<file path="src/rtl/nlv_pkg.sv">
// ============================================================================
// nlv_pkg: shared types and constants of the numeric literal validator
// Character codes, radix and status codes, parse phases and scanner state.
// ============================================================================
`default_nettype none

package nlv_pkg;

    localparam int CHAR_W   = 8;
    localparam int STATUS_W = 2;
    localparam int RADIX_W  = 2;

    // character codes
    localparam logic [CHAR_W-1:0] CH_0     = 8'h30;
    localparam logic [CHAR_W-1:0] CH_1     = 8'h31;
    localparam logic [CHAR_W-1:0] CH_9     = 8'h39;
    localparam logic [CHAR_W-1:0] CH_LA    = 8'h61;
    localparam logic [CHAR_W-1:0] CH_LF    = 8'h66;
    localparam logic [CHAR_W-1:0] CH_UA    = 8'h41;
    localparam logic [CHAR_W-1:0] CH_UF    = 8'h46;
    localparam logic [CHAR_W-1:0] CH_LX    = 8'h78;
    localparam logic [CHAR_W-1:0] CH_UX    = 8'h58;
    localparam logic [CHAR_W-1:0] CH_LB    = 8'h62;
    localparam logic [CHAR_W-1:0] CH_UB    = 8'h42;
    localparam logic [CHAR_W-1:0] CH_SEP   = 8'h27;
    localparam logic [CHAR_W-1:0] CH_DOT   = 8'h2e;
    localparam logic [CHAR_W-1:0] CH_LP    = 8'h70;
    localparam logic [CHAR_W-1:0] CH_UP    = 8'h50;
    localparam logic [CHAR_W-1:0] CH_LE    = 8'h65;
    localparam logic [CHAR_W-1:0] CH_UE    = 8'h45;
    localparam logic [CHAR_W-1:0] CH_LI    = 8'h69;
    localparam logic [CHAR_W-1:0] CH_LU    = 8'h75;
    localparam logic [CHAR_W-1:0] CH_PLUS  = 8'h2b;
    localparam logic [CHAR_W-1:0] CH_MINUS = 8'h2d;
    localparam logic [CHAR_W-1:0] CH_UNDER = 8'h5f;

    // radix codes
    localparam logic [RADIX_W-1:0] RADIX_DEC = 2'd0;
    localparam logic [RADIX_W-1:0] RADIX_HEX = 2'd1;
    localparam logic [RADIX_W-1:0] RADIX_BIN = 2'd2;

    // status codes
    localparam logic [STATUS_W-1:0] ST_OK        = 2'd0;
    localparam logic [STATUS_W-1:0] ST_MALFORMED = 2'd1;
    localparam logic [STATUS_W-1:0] ST_UNDERSCORE = 2'd2;

    typedef enum logic [6:0] {
        PH_START   = 7'b000_0001,
        PH_ZERO    = 7'b000_0010,
        PH_INT     = 7'b000_0100,
        PH_FRAC    = 7'b000_1000,
        PH_EXPSIGN = 7'b001_0000,
        PH_EXP     = 7'b010_0000,
        PH_SUF     = 7'b100_0000
    } t_phase;

    typedef struct packed {
        t_phase             phase;
        logic [RADIX_W-1:0] radix;
        logic               run_has_digit;
        logic               prev_was_sep;
        logic               saw_underscore;
        logic               failed;
    } t_lit_state;

    typedef struct packed {
        logic [STATUS_W-1:0] status;
        logic [RADIX_W-1:0]  radix_code;
    } t_lit_result;

    localparam t_lit_state LIT_CLEAR = '{
        phase:          PH_START,
        radix:          RADIX_DEC,
        run_has_digit:  1'b0,
        prev_was_sep:   1'b0,
        saw_underscore: 1'b0,
        failed:         1'b0
    };

endpackage

`default_nettype wire

</file>
<file path="src/rtl/nlv_if.sv">
// ============================================================================
// nlv_if: item channels of the numeric literal validator
// Valid/ready channels for literal characters in and verdicts out.
// ============================================================================
`default_nettype none

interface nlv_in_if;
    logic                       valid;
    logic                       ready;
    logic [nlv_pkg::CHAR_W-1:0] character;
    logic                       final_char;

    modport source (output valid, output character, output final_char, input ready);
    modport sink   (input valid, input character, input final_char, output ready);
endinterface

interface nlv_out_if;
    logic                         valid;
    logic                         ready;
    logic [nlv_pkg::STATUS_W-1:0] status;
    logic [nlv_pkg::RADIX_W-1:0]  radix_code;

    modport source (output valid, output status, output radix_code, input ready);
    modport sink   (input valid, input status, input radix_code, output ready);
endinterface

`default_nettype wire

</file>
<file path="src/rtl/nlv_step.sv">
// ============================================================================
// nlv_step: one-character transition of the literal scanner
// Next scanner state from the current state and one character, plus the
// verdict that a literal ending on this character gets.
// ============================================================================
`default_nettype none

module nlv_step (
    input  nlv_pkg::t_lit_state          i_state,
    input  logic [nlv_pkg::CHAR_W-1:0]   i_character,
    output nlv_pkg::t_lit_state          o_state,
    output nlv_pkg::t_lit_result         o_result
);

    function automatic logic digit_of(input logic [nlv_pkg::CHAR_W-1:0] c,
                                      input logic [nlv_pkg::RADIX_W-1:0] rad);
        logic dec;
        dec = (c >= nlv_pkg::CH_0) && (c <= nlv_pkg::CH_9);
        case (rad)
            nlv_pkg::RADIX_HEX:
                return dec || ((c >= nlv_pkg::CH_LA) && (c <= nlv_pkg::CH_LF))
                           || ((c >= nlv_pkg::CH_UA) && (c <= nlv_pkg::CH_UF));
            nlv_pkg::RADIX_BIN: return (c == nlv_pkg::CH_0) || (c == nlv_pkg::CH_1);
            default:            return dec;
        endcase
    endfunction

    logic [nlv_pkg::CHAR_W-1:0]  c;
    logic [nlv_pkg::RADIX_W-1:0] run_rad;
    logic                        take_dig;
    logic                        take_sep;
    logic                        clean;
    logic                        is_suffix;
    logic                        is_exp;
    logic                        ends_well;
    nlv_pkg::t_lit_state         n_st;

    assign c        = i_character;
    assign run_rad  = (i_state.phase == nlv_pkg::PH_INT || i_state.phase == nlv_pkg::PH_FRAC)
                      ? i_state.radix : nlv_pkg::RADIX_DEC;
    assign take_dig = digit_of(c, run_rad);
    assign take_sep = (c == nlv_pkg::CH_SEP) && i_state.run_has_digit && !i_state.prev_was_sep;
    assign clean    = i_state.run_has_digit && !i_state.prev_was_sep;
    assign is_suffix = (c == nlv_pkg::CH_LI) || (c == nlv_pkg::CH_LU) || (c == nlv_pkg::CH_LF);
    assign is_exp   = (c == nlv_pkg::CH_LP) || (c == nlv_pkg::CH_UP)
                      || ((i_state.radix == nlv_pkg::RADIX_DEC)
                          && ((c == nlv_pkg::CH_LE) || (c == nlv_pkg::CH_UE)));

    always_comb begin
        n_st = i_state;
        if (c == nlv_pkg::CH_UNDER) begin
            n_st.saw_underscore = 1'b1;
        end
        if (!i_state.failed) begin
            unique case (i_state.phase) inside
                nlv_pkg::PH_START: begin
                    // leading zero may open a prefix; any other start is a fresh run
                    n_st.prev_was_sep = 1'b0;
                    if (c == nlv_pkg::CH_0) begin
                        n_st.phase         = nlv_pkg::PH_ZERO;
                        n_st.run_has_digit = 1'b1;
                    end else begin
                        n_st.phase         = nlv_pkg::PH_INT;
                        n_st.run_has_digit = digit_of(c, nlv_pkg::RADIX_DEC);
                        n_st.failed        = !digit_of(c, nlv_pkg::RADIX_DEC);
                    end
                end
                nlv_pkg::PH_ZERO, nlv_pkg::PH_INT: begin
                    n_st.phase = nlv_pkg::PH_INT;
                    if ((i_state.phase == nlv_pkg::PH_ZERO)
                        && (c == nlv_pkg::CH_LX || c == nlv_pkg::CH_UX)) begin
                        n_st.radix         = nlv_pkg::RADIX_HEX;
                        n_st.run_has_digit = 1'b0;
                        n_st.prev_was_sep  = 1'b0;
                    end else if ((i_state.phase == nlv_pkg::PH_ZERO)
                        && (c == nlv_pkg::CH_LB || c == nlv_pkg::CH_UB)) begin
                        n_st.radix         = nlv_pkg::RADIX_BIN;
                        n_st.run_has_digit = 1'b0;
                        n_st.prev_was_sep  = 1'b0;
                    end else if (take_dig) begin
                        n_st.run_has_digit = 1'b1;
                        n_st.prev_was_sep  = 1'b0;
                    end else if (take_sep) begin
                        n_st.prev_was_sep = 1'b1;
                    end else if (!clean) begin
                        n_st.failed = 1'b1;
                    end else begin
                        n_st.run_has_digit = 1'b0;
                        n_st.prev_was_sep  = 1'b0;
                        if (c == nlv_pkg::CH_DOT) begin
                            n_st.phase = nlv_pkg::PH_FRAC;
                        end else if (is_exp) begin
                            n_st.phase = nlv_pkg::PH_EXPSIGN;
                        end else if (is_suffix) begin
                            n_st.phase = nlv_pkg::PH_SUF;
                        end else begin
                            n_st = i_state;
                            n_st.saw_underscore = i_state.saw_underscore
                                                  || (c == nlv_pkg::CH_UNDER);
                            n_st.failed = 1'b1;
                        end
                    end
                end
                nlv_pkg::PH_FRAC: begin
                    if (take_dig) begin
                        n_st.run_has_digit = 1'b1;
                        n_st.prev_was_sep  = 1'b0;
                    end else if (take_sep) begin
                        n_st.prev_was_sep = 1'b1;
                    end else if (i_state.run_has_digit && i_state.prev_was_sep) begin
                        n_st.failed = 1'b1;
                    end else if (is_exp) begin
                        n_st.phase         = nlv_pkg::PH_EXPSIGN;
                        n_st.run_has_digit = 1'b0;
                        n_st.prev_was_sep  = 1'b0;
                    end else if (is_suffix) begin
                        n_st.phase         = nlv_pkg::PH_SUF;
                        n_st.run_has_digit = 1'b0;
                        n_st.prev_was_sep  = 1'b0;
                    end else begin
                        n_st.failed = 1'b1;
                    end
                end
                nlv_pkg::PH_EXPSIGN: begin
                    // a sign opens the exponent run, else the char must be its digit
                    n_st.phase        = nlv_pkg::PH_EXP;
                    n_st.prev_was_sep = 1'b0;
                    if (c == nlv_pkg::CH_PLUS || c == nlv_pkg::CH_MINUS) begin
                        n_st.run_has_digit = 1'b0;
                    end else begin
                        n_st.run_has_digit = take_dig;
                        n_st.failed        = !take_dig;
                    end
                end
                nlv_pkg::PH_EXP: begin
                    if (take_dig) begin
                        n_st.run_has_digit = 1'b1;
                        n_st.prev_was_sep  = 1'b0;
                    end else if (take_sep) begin
                        n_st.prev_was_sep = 1'b1;
                    end else if (clean && is_suffix) begin
                        n_st.phase         = nlv_pkg::PH_SUF;
                        n_st.run_has_digit = 1'b0;
                        n_st.prev_was_sep  = 1'b0;
                    end else begin
                        n_st.failed = 1'b1;
                    end
                end
                nlv_pkg::PH_SUF: begin
                    if (take_dig) begin
                        n_st.run_has_digit = 1'b1;
                        n_st.prev_was_sep  = 1'b0;
                    end else if (take_sep) begin
                        n_st.prev_was_sep = 1'b1;
                    end else begin
                        n_st.failed = 1'b1;
                    end
                end
                default: begin
                    n_st.failed = 1'b1;
                end
            endcase
        end
    end

    always_comb begin
        unique case (n_st.phase) inside
            nlv_pkg::PH_ZERO:  ends_well = 1'b1;
            nlv_pkg::PH_INT, nlv_pkg::PH_EXP, nlv_pkg::PH_SUF:
                ends_well = n_st.run_has_digit && !n_st.prev_was_sep;
            nlv_pkg::PH_FRAC:  ends_well = !(n_st.run_has_digit && n_st.prev_was_sep);
            default:           ends_well = 1'b0;
        endcase
    end

    assign o_state = n_st;

    always_comb begin
        if (!n_st.failed && ends_well) begin
            o_result.status = nlv_pkg::ST_OK;
        end else if (n_st.saw_underscore) begin
            o_result.status = nlv_pkg::ST_UNDERSCORE;
        end else begin
            o_result.status = nlv_pkg::ST_MALFORMED;
        end
        o_result.radix_code = n_st.radix;
    end

endmodule

`default_nettype wire

</file>
<file path="src/rtl/numeric_literal_validator.sv">
// ============================================================================
// numeric_literal_validator: streaming check of one number literal
// Scans a literal one character per item and reports status and radix on
// the item flagged as its last character.
// ============================================================================
//
//  channel   | dir | payload                         | when
//  ----------+-----+---------------------------------+--------------------------
//  i_in_ch   | in  | character[7:0], final_char      | one item per character
//  o_out_ch  | out | status[1:0], radix_code[1:0]    | one item per final_char
//
//  Throughput is one character per cycle unless a final character stalls;
//  a result passes through the input register, then the result register.
//  The scanner state updates once per character in a single pass through
//  nlv_step; a new character is taken while a result waits downstream.
//  A final character stalls in the input register only while the result
//  register is full and not being taken.
//  Reset (i_rst_n low, synchronous) empties both registers and returns
//  the scanner to the start of a literal.
// ============================================================================
`default_nettype none

module numeric_literal_validator (
    input  logic           i_clk,
    input  logic           i_rst_n,
    nlv_in_if.sink         i_in_ch,
    nlv_out_if.source      o_out_ch
);

    // input register
    logic                         r_in_vld;
    logic [nlv_pkg::CHAR_W-1:0]   r_in_char;
    logic                         r_in_final;

    // scanner state
    nlv_pkg::t_lit_state          r_state;
    nlv_pkg::t_lit_state          n_state;
    nlv_pkg::t_lit_result         n_result;

    // result register
    logic                         r_out_vld;
    nlv_pkg::t_lit_result         r_out;

    logic                         out_free;
    logic                         advance;
    logic                         in_take;

    // a non-final character never needs the result slot
    assign out_free = !r_out_vld || o_out_ch.ready;
    assign advance  = r_in_vld && (!r_in_final || out_free);
    assign in_take  = i_in_ch.valid && i_in_ch.ready;

    assign i_in_ch.ready = !r_in_vld || advance;

    nlv_step u_step (
        .i_state     (r_state),
        .i_character (r_in_char),
        .o_state     (n_state),
        .o_result    (n_result)
    );

    // hold the character until the scanner takes it
    always_ff @(posedge i_clk) begin
        if (!i_rst_n) begin
            r_in_vld <= 1'b0;
        end else if (in_take) begin
            r_in_vld <= 1'b1;
        end else if (advance) begin
            r_in_vld <= 1'b0;
        end
    end

    always_ff @(posedge i_clk) begin
        if (in_take) begin
            r_in_char  <= i_in_ch.character;
            r_in_final <= i_in_ch.final_char;
        end
    end

    // advance the scanner; a final character clears it for the next literal
    always_ff @(posedge i_clk) begin
        if (!i_rst_n) begin
            r_state <= nlv_pkg::LIT_CLEAR;
        end else if (advance) begin
            r_state <= r_in_final ? nlv_pkg::LIT_CLEAR : n_state;
        end
    end

    always_ff @(posedge i_clk) begin
        if (!i_rst_n) begin
            r_out_vld <= 1'b0;
        end else if (advance && r_in_final) begin
            r_out_vld <= 1'b1;
        end else if (o_out_ch.ready) begin
            r_out_vld <= 1'b0;
        end
    end

    always_ff @(posedge i_clk) begin
        if (advance && r_in_final) begin
            r_out <= n_result;
        end
    end

    assign o_out_ch.valid      = r_out_vld;
    assign o_out_ch.status     = r_out.status;
    assign o_out_ch.radix_code = r_out.radix_code;

endmodule

`default_nettype wire

</file>
<file path="src/flat_wrapper.sv">
// flat-port wrapper written by rule: the top's interface ports become plain ports
module numeric_literal_validator_flat 
  (i_clk, i_rst_n, i_in_ch_valid, i_in_ch_character, i_in_ch_final_char, i_in_ch_ready, o_out_ch_valid, o_out_ch_status, o_out_ch_radix_code, o_out_ch_ready);
  nlv_in_if i_in_ch_i ();
  nlv_out_if o_out_ch_i ();
  input  logic i_clk;
  input  logic i_rst_n;
  input wire logic [$bits(i_in_ch_i.valid)-1:0] i_in_ch_valid;
  input wire logic [$bits(i_in_ch_i.character)-1:0] i_in_ch_character;
  input wire logic [$bits(i_in_ch_i.final_char)-1:0] i_in_ch_final_char;
  output wire logic [$bits(i_in_ch_i.ready)-1:0] i_in_ch_ready;
  output wire logic [$bits(o_out_ch_i.valid)-1:0] o_out_ch_valid;
  output wire logic [$bits(o_out_ch_i.status)-1:0] o_out_ch_status;
  output wire logic [$bits(o_out_ch_i.radix_code)-1:0] o_out_ch_radix_code;
  input wire logic [$bits(o_out_ch_i.ready)-1:0] o_out_ch_ready;
  assign i_in_ch_i.valid = i_in_ch_valid;
  assign i_in_ch_i.character = i_in_ch_character;
  assign i_in_ch_i.final_char = i_in_ch_final_char;
  assign i_in_ch_ready = i_in_ch_i.ready;
  assign o_out_ch_valid = o_out_ch_i.valid;
  assign o_out_ch_status = o_out_ch_i.status;
  assign o_out_ch_radix_code = o_out_ch_i.radix_code;
  assign o_out_ch_i.ready = o_out_ch_ready;
  numeric_literal_validator u_core (.i_clk(i_clk), .i_rst_n(i_rst_n), .i_in_ch(i_in_ch_i), .o_out_ch(o_out_ch_i));
endmodule
</file>
<file path="config.mk">
export PLATFORM = sky130hd
export DESIGN_NAME = numeric_literal_validator_flat
export DESIGN_NICKNAME = d
export VERILOG_FILES = /design/src/rtl/nlv_pkg.sv /design/src/rtl/nlv_if.sv /design/src/rtl/nlv_step.sv /design/src/rtl/numeric_literal_validator.sv /design/src/flat_wrapper.sv
export SDC_FILE = /design/constraint.sdc
export NUM_CORES = 1
export LEC_CHECK = 0
export BUFFER_PORTS_ARGS = -buffer_cell sky130_fd_sc_hd__buf_2
export CORE_ASPECT_RATIO = 1.75
export CORE_MARGIN = 2
export CORE_UTILIZATION = 60
export CTS_BUF_LIST = sky130_fd_sc_hd__clkbuf_16
export DETAILED_ROUTE_END_ITERATION = 10
export PLACE_DENSITY_LB_ADDON = 0.05
export REMOVE_ABC_BUFFERS = 1
export SETUP_SLACK_MARGIN = 0.2
export SLEW_MARGIN = 20
export SYNTH_ARGS = -nofsm -noshare
export SYNTH_HDL_FRONTEND = slang
export SYNTH_HIERARCHICAL = 1
export SYNTH_SLANG_ARGS = --single-unit
export TNS_END_PERCENT = 50
</file>
<file path="constraint.sdc">
create_clock -name i_clk -period 4.23 [get_ports i_clk]
set_input_delay 0.846 -clock i_clk [delete_from_list [all_inputs] [get_ports i_clk]]
set_output_delay 0.846 -clock i_clk [all_outputs]
set_load 0.02 [all_outputs]
</file>
# Word-level counts from Yosys, hierarchy flattened
# Cells that the tools add are included.
dict set report totals {
  regBits 28
  wordCells 183
}
dict set report op_classes {
  n_lt_le_gt_ge 6
  n_eq_ne 32
  mux 86
  reduce_logical 47
}
# cell n
set op_table {}
lappend op_table {{8-bit by 7-bit equality test with 1-bit output (second input constant)} 12}
lappend op_table {{12-bit two-way mux} 7}
lappend op_table {{7-bit two-way mux} 11}
lappend op_table {{8-bit by 6-bit equality test with 1-bit output (second input constant)} 6}
lappend op_table {{6-bit two-way mux} 7}
lappend op_table {{7-bit case mux with 5 select lines} 1}
lappend op_table {{1-bit two-way mux} 32}
lappend op_table {{2-bit two-way mux} 14}
lappend op_table {{13-bit two-way mux} 2}
lappend op_table {{4-bit two-way mux} 5}
lappend op_table {{1-bit logical AND} 17}
lappend op_table {{8-bit by 7-bit >= comparator with 1-bit output (second input constant)} 2}
lappend op_table {{8-bit by 7-bit <= comparator with 1-bit output (second input constant)} 2}
lappend op_table {{1-bit logical OR} 16}
lappend op_table {{7-bit by 2-bit equality test with 1-bit output (second input constant)} 2}
lappend op_table {{7-bit by 3-bit equality test with 1-bit output (second input constant)} 2}
lappend op_table {{7-bit by 4-bit equality test with 1-bit output (second input constant)} 2}
lappend op_table {{7-bit by 6-bit equality test with 1-bit output (second input constant)} 2}
lappend op_table {{7-bit equality test (second input constant)} 2}
lappend op_table {{2-bit case mux with 6 select lines} 1}
lappend op_table {{10-bit two-way mux} 1}
lappend op_table {{1-bit logical NOT} 9}
lappend op_table {{9-bit two-way mux} 1}
lappend op_table {{8-bit by 6-bit >= comparator with 1-bit output (second input constant)} 1}
lappend op_table {{13 further kinds} 14}

# Depth between registers and ports, before layout
dict set report logic_depth {
  depth_word 30
  ltp_mapped 16
}

# Modules after synthesis
# The synthesis kept the hierarchy.
# module n_inst cells_per_inst area_each_um2 seq_area_each_um2
set by_module_without_submodules {}
lappend by_module_without_submodules {nlv_step 1 187 1213.7 0.0}
lappend by_module_without_submodules {numeric_literal_validator 1 57 934.6 690.7}

# Worst setup path after synthesis
# OpenSTA, ideal clock, no wires.
dict set report synth_timing {
  kind {flip-flop to flip-flop}
  from {register u_core/r_state[12] (netlist name)}
  to {register u_core.r_out (netlist bit u_core/o_out_ch.status[0]), data pin}
  setup_ps 265
  arrival_ps 2978
  t_required_ps 3965
  slack_ps 988
  path_stages_with_launch 15
  path_buffers 1
  path_cell_list {dfxtp_1 > clkbuf_1 > nor4_1 > nand2b_1 > nor2_1 > nand2_1 > ha_1 > nor2_1 > a211oi_1 > o21bai_1 > and4_1 > a21oi_1 > o41a_1 > mux2i_1 > a21oi_1}
}
# item line_no
set synth_lines {}
lappend synth_lines {{start, declared} numeric_literal_validator.sv:36} ;# nlv_pkg::t_lit_state r_state;
lappend synth_lines {{start signal, assigned} numeric_literal_validator.sv:83} ;# r_state <= nlv_pkg::LIT_CLEAR;
lappend synth_lines {{start signal, assigned} numeric_literal_validator.sv:85} ;# r_state <= r_in_final ? nlv_pkg::LIT_CLEAR : n_state;
lappend synth_lines {{end signal, assigned} numeric_literal_validator.sv:101} ;# r_out <= n_result;
lappend synth_lines {{end, declared} numeric_literal_validator.sv:42} ;# nlv_pkg::t_lit_result r_out;

==> impl_metrics.tcl <==
set metrics [dict create \
    peakVddDrop_mv 0.291 \
    drc 0 \
    grt_pass1_wl_mm 8.47 \
    rrSetupSlack_ps 690 \
    synth_area_leaders "edfxtp_1 18%, dfxtp_1 14%, nand2_1 3.8%" \
    async_flop_share_pct 0 \
    setup_viol 0 \
    layout_common_cells "22 x nand2_1, 21 x nor2_1, 18 x buf_2" \
    synth_top_area_cell "edfxtp_1" \
    dp.cells 291 \
    clkTransAtPathRegs_ps 70 \
    p_seq_share_pct 48.7 \
    final_common_cell "nand2_1" \
    synth-seq-cells 28 \
    hpwlAfterDp_mm 4.06 \
    synth-seq-area-share_pct 32.1 \
    gp_congestion 0.976 \
    stdcell_count 295 \
    worstSetupStartpointType "register" \
    clkPwrFrac_pct 40.0 \
    vias 1916 \
    synth_cell_types 69 \
    dr.pass1.iters 4 \
    setup-tns-final_ps 0 \
    fp.dieArea_mm2 0.00409 \
    antennaDiodeCount 0 \
    fmax_mhz 282 \
    crit_required_ps 4240 \
    grt_pass1_vias 1831 \
    synth_top_area_share_pct 18.2 \
    wl_per_cell_um 17.3 \
    hold_depth 1 \
    hold_buffers 0 \
    numCtsBuffers 3 \
    tightest_slew_ps 736 \
    maxCapViolCount 0 \
    netlist_instances 244 \
    hold_violations 0 \
    die_h_um 83.2 \
    switching_share_pct 22.7 \
    htreeDepth 1 \
    post-cts-setup-buffers 0 \
    fp.dieW_um 49.2 \
    grt_start_max_net_pins 17 \
    synthFlopType "dfxtp_1" \
    cts-root-buf "clkbuf_16" \
    powerDensity_mw_per_mm2 276 \
    min_to "u_core/r_state[1]$_SDFFE_PN0P_" \
    io-pin-count 19 \
    track_usage_pct 26.5 \
    switchingPower_mw 0.143 \
    worstRegToRegCells 13 \
    final_max_slew_viol_count 0 \
    nets 266 \
    coreArea_mm2 0.00340 \
    initial_core_util_pct 63.2 \
    drtIter0Drc 55 \
    finClkSkew_ps 4.88 \
    hold_path.class "register to register" \
    arrival_ps 3550 \
    relSlewSlack_pct 50.9 \
    p_int_mw 0.487 \
    period_needed_ps 3540 \
    rsz0062_at_grt "no" \
    fin_crit_sh_pct 83.7 \
    std_cell_rows 28 \
    p_comb_share_pct 11.2 \
    crit_path_end_kind "register" \
    numPortBuffers 18 \
    antenna_found_initial 0 \
    cts.sink_count 28 \
    syn_to_final_growth_pct 6.17 \
    clk_latency_ps 260 \
    drive_above_1_share_pct 18.0 \
    cts_tree "yes" \
    status "complete, no violations" \
    avgSynthCellArea_um2 8.80 \
    crit_path_start "u_core/r_state[12]$_SDFFE_PN0P_" \
    overflow 0 \
    clock_path_buffers 2 \
    p_leak_nw 0.883 \
    reg2reg_to "u_core/o_out_ch.status[1]$_DFFE_PP_" \
    syn_area_mm2 0.00215 \
    cts_resized 0 \
    ant_nets 0 \
    synth-edff-count 13 \
    worst-path-max-fanout 10 \
    hold_start "u_core/r_state[1]$_SDFFE_PN0P_" \
    wl_mm 5.12 \
    worstReg2RegStart "u_core/r_state[12]$_SDFFE_PN0P_" \
    yosysWarningCount 6 \
    via_per_inst 6.49 \
    critical_path_class "register to register" \
]
==> how the worst max path moves through the flow <==
stage | cells after the start | to
floorplan | 13 | u_core/o_out_ch.status[0]$_DFFE_PP_
global placement | 13 | u_core/o_out_ch.status[0]$_DFFE_PP_
detailed placement | 13 | u_core/o_out_ch.status[0]$_DFFE_PP_
CTS | 13 | u_core/o_out_ch.status[0]$_DFFE_PP_
global route | 13 | u_core/o_out_ch.status[1]$_DFFE_PP_
finish | 13 | u_core/o_out_ch.status[1]$_DFFE_PP_
==> power by group through the flow <==
stage	logic (mW)	registers (mW)	clock network, mW
floorplan	0.0505	0.310	0
global placement	0.0695	0.313	0
detailed placement	0.0699	0.313	0
finish	0.0707	0.307	0.253
CTS	0.0702	0.307	0.261
global route	0.0767	0.310	0.270
==> area by class of cell <==
class	count	area, µm²
Clock buffer	4	100
Fill cell	329	1120
Inverter	13	48.8
Multi-Input combinational cell	187	1290
Sequential cell	28	691
Tap cell	45	56.3
Timing Repair Buffer	18	90.1
==> metal layers <==
layer,wire length (µm),vias to the layer above,GRT usage [%]
li1,-,918,-
met1,1830,894,27.7
met2,2750,76,47.7
met3,195,28,3.06
met4,338,0,17.9
met5,0,-,0
==> cells by family (layout without fill, tap and decap cells) <==
logic type               Yosys count  after routing  share of synthesized area, %
buffers and inverters             29             35                          7.57
adder cells (fa/ha/maj)            2              2                          1.16
XOR/XNOR                           4              4                          1.63
AND/OR/NAND/NOR                  109            109                          30.0
multiplexers                       1              1                         0.466
AO/OA/AOI/OAI                     71             71                          27.0
flip-flops                        28             28                          32.1
==> critical path: stages (launching register included) <==
cell and delay, ps:
dfxtp_1 410, nor4_1 540, nand2b_1 100, nor2_1 150, nand2_1 90, ha_1 310, nor2_1 130, a211oi_1 100
o21bai_1 300, and4_1 320, a21oi_1 90, o41a_1 450, mux2i_1 200, a21oi_1 100
==> flip-flops by register name, summed over array words and instances, names as in the netlist <==
signal                      flops
u_core/r_in_final               1
u_core/o_out_ch.radix_code      2
u_core/r_in_vld                 1
u_core/o_out_ch.status          2
u_core/r_in_char                8
u_core/r_state                 13
u_core/o_out_ch.valid           1
==> synth_stat cells (3+ instances only) <==
cell type  number
nand2_1        22
nor2_1         21
dfxtp_1        15
edfxtp_1       13
inv_1          13
a21oi_1        12
o21ai_0        12
nand2b_1       10
a22o_1          9
nor2b_1         8
clkbuf_1        6
buf_6           5
nand3_1         5
nand4_1         5
a31oi_1         4
buf_4           4
nor3_1          4
or3_1           4
nand4b_1        3
or3b_2          3
xor2_1          3
==> per-stage QoR <==
step | utilization (%) | worst slack, ps | area (µm²) | hold WS, ps | power (mW)
2_1_floorplan | - | 1080 | 2030 | 442 | 0.360
3_3_place_gp | 64.2 | 797 | 2180 | 458 | 0.382
3_5_place_dp | 64.2 | 747 | 2180 | 477 | 0.383
4_1_cts | 67.1 | 734 | 2280 | 496 | 0.638
5_1_grt | 67.1 | 348 | 2280 | 525 | 0.657
6_report | 67.1 | 688 | 2280 | 491 | 0.630
(Power assumes the default switching activity.)
